[src/rtl/core/spsq_pkg.sv]
// ----------------------------------------------------------------------------
// Stable sorted priority queue package
// Shared types and codes for the sorted queue cells and the top level.
// ----------------------------------------------------------------------------
package spsq_pkg;

    localparam int VALUE_W    = 32;
    localparam int PRIORITY_W = 16;
    localparam int STATUS_W   = 2;
    localparam int OCC_W      = 5;

    typedef enum logic {
        OP_PUSH = 1'b0,
        OP_POP  = 1'b1
    } op_t;

    typedef enum logic [STATUS_W-1:0] {
        ST_OK    = 2'd0,
        ST_EMPTY = 2'd1,
        ST_FULL  = 2'd2
    } status_t;

    typedef struct packed {
        logic [VALUE_W-1:0]    value;
        logic [PRIORITY_W-1:0] prio;
    } entry_t;

    typedef struct packed {
        logic   push;
        logic   pop;
        entry_t item;
    } cell_cmd_t;

endpackage

[src/rtl/core/spsq_cell.sv]
// ----------------------------------------------------------------------------
// Sorted queue cell
// Holds one entry and shifts toward the tail on insert or toward the head on pop.
// ----------------------------------------------------------------------------
module spsq_cell (
    input  logic               aclk,
    input  spsq_pkg::cell_cmd_t cmd,
    input  logic               occupied,
    input  logic               left_after,
    input  spsq_pkg::entry_t   left_entry,
    input  spsq_pkg::entry_t   right_entry,
    output logic               after,
    output spsq_pkg::entry_t   entry
);

    spsq_pkg::entry_t entry_reg;
    spsq_pkg::entry_t entry_next;

    // A cell lies after the insertion point when it is empty or holds a
    // strictly larger priority number; this flag is monotonic along the row.
    assign after = !occupied || (entry_reg.prio > cmd.item.prio);
    assign entry = entry_reg;

    always_comb begin
        entry_next = entry_reg;
        if (cmd.push) begin
            if (after && !left_after) begin
                entry_next = cmd.item;
            end else if (after) begin
                entry_next = left_entry;
            end
        end else if (cmd.pop) begin
            entry_next = right_entry;
        end
    end

    always_ff @(posedge aclk) begin
        entry_reg <= entry_next;
    end

endmodule

[src/rtl/core/stable_sorted_priority_queue.sv]
// ----------------------------------------------------------------------------
// Stable sorted priority queue
// Bounded queue kept in priority order by a row of shift-insert cells.
// ----------------------------------------------------------------------------
//   Channel  Direction  tdata                                  tuser
//   s_       in         value[31:0] priority[47:32]            operation[0]
//   m_       out        value[31:0] priority[47:32] occ[52:48] status[1:0]
//
// Every cell compares its priority with the pushed one in the same cycle, so
// one word is accepted per cycle and its result is registered at that edge.
// The input is stalled only while a result waits and m_tready is low.
// Reset clears the entry count and the output valid; the cells need no clearing.
module stable_sorted_priority_queue #(
    parameter int CAPACITY = 16
) (
    input  logic        aclk,
    input  logic        aresetn,
    input  logic        s_tvalid,
    output logic        s_tready,
    input  logic [47:0] s_tdata,   // item_value, item_priority
    input  logic [0:0]  s_tuser,   // operation
    output logic        m_tvalid,
    input  logic        m_tready,
    output logic [55:0] m_tdata,   // popped_value, popped_priority, occupancy
    output logic [1:0]  m_tuser    // status
);

    localparam int CNT_W = $clog2(CAPACITY + 1);

    logic [CNT_W-1:0]    count_reg;
    logic [CNT_W-1:0]    count_next;
    logic                m_tvalid_reg;
    logic [55:0]         m_tdata_reg;
    logic [1:0]          m_tuser_reg;
    logic                accept;
    logic                is_full;
    logic                is_empty;
    logic                op_pop;
    spsq_pkg::cell_cmd_t cmd;
    spsq_pkg::entry_t    cells [CAPACITY];
    logic [CAPACITY-1:0] after_vec;
    logic [CAPACITY-1:0] occ_vec;
    logic [CNT_W+4:0]    occ_ext;
    logic [55:0]         result_data;
    logic [1:0]          result_status;

    assign s_tready = !m_tvalid_reg || m_tready;
    assign accept   = s_tvalid && s_tready;
    assign op_pop   = (s_tuser[0] == spsq_pkg::OP_POP);
    assign is_full  = (count_reg >= CNT_W'(CAPACITY));
    assign is_empty = (count_reg == '0);

    assign cmd.push       = accept && !op_pop && !is_full;
    assign cmd.pop        = accept && op_pop && !is_empty;
    assign cmd.item.value = s_tdata[31:0];
    assign cmd.item.prio  = s_tdata[47:32];

    genvar gi;
    generate
        for (gi = 0; gi < CAPACITY; gi++) begin : g_cell
            spsq_pkg::entry_t left_e;
            spsq_pkg::entry_t right_e;
            logic             left_a;

            assign occ_vec[gi] = (CNT_W'(gi) < count_reg);

            if (gi == 0) begin : g_head
                assign left_a = 1'b0;
                assign left_e = cmd.item;
            end else begin : g_body
                assign left_a = after_vec[gi-1];
                assign left_e = cells[gi-1];
            end

            if (gi == CAPACITY - 1) begin : g_tail
                assign right_e = cells[gi];
            end else begin : g_inner
                assign right_e = cells[gi+1];
            end

            spsq_cell u_cell (
                .aclk        (aclk),
                .cmd         (cmd),
                .occupied    (occ_vec[gi]),
                .left_after  (left_a),
                .left_entry  (left_e),
                .right_entry (right_e),
                .after       (after_vec[gi]),
                .entry       (cells[gi])
            );
        end
    endgenerate

    always_comb begin
        count_next = count_reg;
        if (cmd.push) begin
            count_next = count_reg + CNT_W'(1);
        end else if (cmd.pop) begin
            count_next = count_reg - CNT_W'(1);
        end
    end

    assign occ_ext = {5'b0, count_next};

    always_comb begin
        result_data   = '0;
        result_status = spsq_pkg::ST_OK;
        if (op_pop) begin
            if (is_empty) begin
                result_status = spsq_pkg::ST_EMPTY;
            end else begin
                result_data[31:0]  = cells[0].value;
                result_data[47:32] = cells[0].prio;
            end
        end else if (is_full) begin
            result_status = spsq_pkg::ST_FULL;
        end
        result_data[52:48] = occ_ext[4:0];
    end

    always_ff @(posedge aclk) begin
        if (!aresetn) begin
            count_reg    <= '0;
            m_tvalid_reg <= 1'b0;
        end else begin
            count_reg <= count_next;
            if (accept) begin
                m_tvalid_reg <= 1'b1;
            end else if (m_tready) begin
                m_tvalid_reg <= 1'b0;
            end
        end
        if (accept) begin
            m_tdata_reg <= result_data;
            m_tuser_reg <= result_status;
        end
    end

    assign m_tvalid = m_tvalid_reg;
    assign m_tdata  = m_tdata_reg;
    assign m_tuser  = m_tuser_reg;

    a_count_bound : assert property (@(posedge aclk) disable iff (!aresetn)
        count_reg <= CNT_W'(CAPACITY))
        else $error("entry count above capacity");

    a_pop_empty : assert property (@(posedge aclk) disable iff (!aresetn)
        (accept && op_pop && is_empty) |=> (m_tuser == spsq_pkg::ST_EMPTY))
        else $error("pop on empty queue not reported");

    a_push_count : assert property (@(posedge aclk) disable iff (!aresetn)
        (accept && !op_pop && !is_full) |=>
            (count_reg == $past(count_reg) + CNT_W'(1)))
        else $error("push did not grow the queue");

    a_pop_head : assert property (@(posedge aclk) disable iff (!aresetn)
        (accept && op_pop && !is_empty) |=>
            (m_tdata[47:0] == {$past(cells[0].prio), $past(cells[0].value)}))
        else $error("pop did not return the head entry");

endmodule
[config.mk]
export PLATFORM = sky130hd
export DESIGN_NAME = stable_sorted_priority_queue
export DESIGN_NICKNAME = d
export VERILOG_FILES = /design/src/rtl/core/spsq_pkg.sv /design/src/rtl/core/spsq_cell.sv /design/src/rtl/core/stable_sorted_priority_queue.sv
export SDC_FILE = /design/constraint.sdc
export NUM_CORES = 2
export LEC_CHECK = 0
export BUFFER_PORTS_ARGS = -buffer_cell sky130_fd_sc_hd__buf_2
export CAP_MARGIN = 0
export CORE_UTILIZATION = 40
export CTS_CLUSTER_SIZE = 8
export DETAILED_ROUTE_END_ITERATION = 8
export GPL_ROUTABILITY_DRIVEN = 0
export PLACE_DENSITY = 0.57
export SYNTH_ARGS = -nofsm -noshare
export SYNTH_HDL_FRONTEND = slang
export SYNTH_SLANG_ARGS = --single-unit
[constraint.sdc]
create_clock -name aclk -period 11.1 [get_ports aclk]
set_input_delay 1.11 -clock aclk [delete_from_list [all_inputs] [get_ports aclk]]
set_output_delay 1.11 -clock aclk [all_outputs]
set_load 0.005 [all_outputs]
# After elaboration in Yosys (flattened, before gate mapping)
# Index checks and enable logic that the tools add are counted.
# totals
wordCells	249
out_inout_bits	60
reg_bits	829
# classes
eq_ne	15
muxes	68
add_sub_neg	2
reduce_logical	93
order_cmp	33
n_bitwise	1
# op_table
cell	count
two-way mux 48 bit	61
greater-than comparator 16 bit	16
inequality test 3 x 1 -> 1 bit, second input constant	14
less-than comparator 4 x 5 -> 1 bit, first input constant	8
logical NOT 1 bit	35
AND reduction 2 bit	16
logical AND 1 bit	20
less-than comparator 3 x 5 -> 1 bit, first input constant	4
logical OR 1 bit	17
less-than comparator 1 x 5 -> 1 bit, first input constant	2
less-than comparator 2 x 5 -> 1 bit, first input constant	2
two-way mux 5 bit	2
nonzero test 2 bit	3
adder 5 x 1 -> 5 bit, second input constant	1
>= comparator 5 bit, second input constant	1
logical NOT 5 bit	1
subtractor 5 x 1 -> 5 bit, second input constant	1
two-way mux 2 bit	2
two-way mux 1 bit	3
inequality test 2 x 1 -> 1 bit, second input constant	1
OR reduction 2 bit	1
NOT 1 bit	1

# Depth between registers and ports, before layout
# depth
depth_word	7
mapped_depth	13

# Hierarchy
# Synthesis repeated with hierarchy kept, for this count alone.
# hier_totals
cells_unflattened	6143
area_unflattened_um2	54272.1
# by_module_without_submodules
module	area_each_um2	cells_each	instances
spsq_cell (g_cell[0].u_cell ...)	2906.5	326	12
spsq_cell (g_cell[6].u_cell ...)	4197.8	508	4
stable_sorted_priority_queue	2602.5	199	1

# Worst setup path before layout
# Ideal clock, no wire load.
# synth_path
kind	input port to flip-flop
startpoint	input s_tdata[45]
endpoint	register g_cell[6].u_cell.entry_reg (netlist bit g_cell[6].u_cell.entry[0]) (enable)
setup_time_ns	0.525
stages	8
slack_ns	4.204
arrival_ns	6.371
path_buffers	1
cell_sequence	clkbuf_1 inv_1 ha_1 nand4_1 nor4_1 inv_1 o221a_2 o31ai_1
# synth_via
elab_chain_len	6
word_cells_on_any_way	8
# synth_rtl
item	line_no	text
from (decl)	stable_sorted_priority_queue.sv:20	input logic [47:0] s_tdata,
greater-than comparator 16 bit	spsq_cell.sv:21	assign after = !occupied || (entry_reg.prio > cmd.item.prio);
logical OR 1 bit	spsq_cell.sv:21	
logical NOT 1 bit	spsq_cell.sv:27	if (after && !left_after) begin
logical AND 1 bit	spsq_cell.sv:27	
inequality test 3 x 1 -> 1 bit (no source line) (*)	n/a	
AND reduction 2 bit (no source line) (*)	n/a	
to (signal assigned)	spsq_cell.sv:38	entry_reg <= entry_next;
to (decl)	spsq_cell.sv:16	spsq_pkg::entry_t entry_reg;
# Mark *: on every way between the ends. The rest lies on a longest branch, timed or not.
# A chain may end at the register's enable or synchronous reset.

==> flow_results.org <==
** Status
- The run finished with clean final reports.

** Finish
- The finished cells cover just over 50000 sq um.
- The register with the most flip-flops in the layout has between 700 and 800 of them.
- Area Growth Syn to Fin :: 10.64%
- Number of nets in the final layout :: around 4400
- Of the cells placed in the final design, the portion with a size suffix greater than 1 is between 8 and 9%.

** Routing
- Antenna-violating nets left :: 0
- Initial DRC Count :: ~3200
- Initial DRT Pass Iterations :: 5
- Total via count in the routed design :: around 34000
- Vias per inst :: between 5 and 6
- After detailed routing, the number of remaining DRC violations is 0.
- After detailed routing, the total wire length is ~140000 microns.
- In the final routed layout, each cell accounts on average for approximately 25 microns.

** Die
- After floorplanning, the core was sized to cover 113100 sq um.
- The die covers 116000 sq um.
- Once the floorplan was initialized, standard cells occupied 40.55% of the core.
- Io pins :: approximately 110
- From left edge to right edge, the die measures around 340 microns.
- From bottom edge to top edge, the die measures 340.6 microns.
- The initialized floorplan defines roughly 120 standard-cell rows.

** Place
- Detailed placement ended at an HPWL of roughly 89000 microns.
- Summing all placed instances gives a cell area of ~48000 sq um.
- Count of buffers from port buffering :: around 110

** STA
- Remaining max-slew budget at the tightest pin :: between 15 and 20%
- The number of max-slew violations in the final report came to 0.
- The routed design could run at a clock period as short as 5.384 ns.
- Portion of the clock cycle consumed by the worst path in the final layout :: between 40% and 50%
- For the final database, setup skew stands at ~0.038 ns.
- Actual slew at the worst max-slew pin :: about 1.2 ns
- Number of setup violations in the final report :: 0
- Summed over all failing endpoints, the final setup total negative slack is 0 ns.
- Achievable clock frequency :: about 190 MHz
- Final Hold Fails :: 0
- Setup repair after global routing left no endpoint under its margin.

** CTS
- After clock tree synthesis, the flow added hold-fix buffers numbering 0.
- CTS built an H-tree with a depth of 3.
- Post-CTS timing repair inserted 0 buffers for setup.
- For the worst-skew pair, the clock arrives at the later sink with an insertion delay of just over 0.7 ns.
- Worst-path clk slew :: around 0.05 ns
- After clock tree synthesis, the repair step resized 0 gates.
- CTS saw around 830 sinks.
- Maximum number of buffers from clock root to sink :: 3
- Clock tree synthesis inserted a total of ~110 buffers.
- TritonCTS built the clock tree.
- Cell at the root of the clock tree :: clkbuf_16

** Setup path
- STA classifies the critical path startpoint as a primary input.
- Critical path class :: primary input to flip-flop
- Max FO, Critical Path :: 43
- Startpoint of the most critical setup path :: s_tdata[47]
- In this run the critical register-to-register path is launched from count_reg[4]$_SDFF_PN0_.
- Crit end category :: flip-flop
- Worst EP required :: approximately 12 ns
- Data on the critical path arrives at its endpoint at 5.78 ns.

** Synthesis
- Fraction of the yosys area taken by sequential cells :: a little over half
- Largest family of logic cells by synthesized area :: simple AND/OR/NAND/NOR gates
- The synthesized netlist devotes between 10% and 20% of its cell area to simple gates.
- Area share of the leading cell type in the synthesized netlist :: a little over half
- Xor-xnor portion of the synthesized cell area :: less than 1%
- By area the synthesized netlist is led by edfxtp_1, mux2i_1, ha_1, nand2_1, o21ai_0.
- The most common cell in the synthesized netlist is nand2_1.
- Synth warnings :: 0
- Synthesized netlist cell count :: 4174
- Post-synthesis mux area share :: between 10% and 20%
- Share of flip-flops with an asynchronous set or reset :: 0%
- Primary FF master, synth :: edfxtp_1
- Most frequent cells after synthesis :: nand2_1, edfxtp_1, o21ai_0
- The synthesized netlist devotes between 7 and 8% of its cell area to adder and majority cells.
- A synthesized cell averages between 10 and 15 sq um.
- In this run, synthesis inferred between 800 and 900 flip-flops with an integrated enable.
- The cell area that synthesis handed to floorplanning was roughly 46000 sq um.
- In this run, distinct cell masters in the synthesized netlist total 75.
- Post-synthesis cell type with the largest combined area :: edfxtp_1
- Complex-gate fraction of the synthesized area :: about 12%
- In this run, synthesis produced a sequential element count of 829.

** Global routing
- The first global-routing pass estimated 213600 microns of wire.
- Global routing used between 20% and 30% of the available tracks across all layers.
- Global routing finished with a remaining overflow of 0.
- Vias in the first global route :: 32570
- The number of antenna violations at the first check in global routing is 9.
- Entering global routing, the biggest net connects roughly 170 pins.

** Power and ir drop
- Max VDD drop :: 124.9 uV
- In this run the power density over the cells is 178.3 nW/um^2.
- The design draws roughly 9 mW.
- Leakage power :: 19.20 nW

** Min path
- Start point of the worst hold path :: g_cell[15].u_cell.entry[29]$_DFFE_PP_
- Path type of the worst min-delay path :: flip-flop to flip-flop

** Job
- Across the run, the number of max-cap violations was 0.
area by class of cell:
cell class	instances	area, sq um
antenna	4	10.01
timing repair buffer	165	991.0
inverter	47	185.2
clock inverter	6	116.4
sequential	829	24830
clock buffer	141	3017
tap	1500	1877
fill	10640	62370
multi-input combinational	2972	19720
worst max-delay path, cell delays in order:
cell      delay, ns
buf_2          0.34
inv_1          0.44
ha_1           0.46
nand4_1        0.24
nor4_1         0.91
a21boi_0       0.35
nand3b_1       0.28
nand3_4        0.65
buf_4          0.63
mux2i_1        0.22
o21ai_0        0.08
path summary, 6_finish.rpt:
kind	to	slack, ns	depth (start not counted)
hold / removal	g_cell[14].u_cell.entry[29]$_DFFE_PP_	0.52	2
setup reg to reg	g_cell[3].u_cell.entry[13]$_DFFE_PP_	6.39	7
hold reg to reg	g_cell[14].u_cell.entry[29]$_DFFE_PP_	0.52	2
setup / recovery	g_cell[1].u_cell.entry[15]$_DFFE_PP_	5.72	11
layout by cell type, fill, tap and decap left out, drive strengths merged, types with 48 or more instances in the layout:
cell type  netlist  routed
o211ai         241     241
ha             259     259
clkbuf         226     141
nand2          844     844
nand4           49      49
buf            102     165
and2            52      52
nand3          260     260
a21oi           96      96
o21ai          485     485
mux2i          436     436
edfxtp         823     823
mux2            48      48
through the flow:
stage	util [%]	hold WS [ns]	instances	setup WS (ns)
after floorplan	-	0.4963	4176	4.204
after global placement	42.08	0.4990	5513	5.035
after detailed placement	42.08	0.5099	5513	5.045
after CTS	44.85	0.5130	5660	5.779
after global routing	44.85	0.5452	5661	5.538
final	44.86	0.5198	5664	5.716
layer usage:
layer | track usage, % | share of wire (%) | vias to the layer above
met1 | 34.36 | 45 | 17000
met4 | 8.735 | 3.8 | 4
met3 | 3.103 | 5.8 | 254
met2 | 38.31 | 45 | 1148
li1 | - | - | 15490
met5 | 0 | 0.017 | -
logic make-up (layout without fill, tap and decap cells):
kind of cell    Yosys count  after routing
fa+ha+maj               259            259
simple gates           1301           1301
other cells               1              7
flops                   829            829
compound gates          922            922
xor+xnor                  3              3
buf+inv                 375            359
mux                     484            484
report_power, final:
group	switching [mW]	leakage [nW]	internal (mW)
Clock	1.36	1.52	1.87
Sequential	0.241	7.87	3.98
Combinational	1.09	9.82	0.506
(Power assumes the default switching activity.)
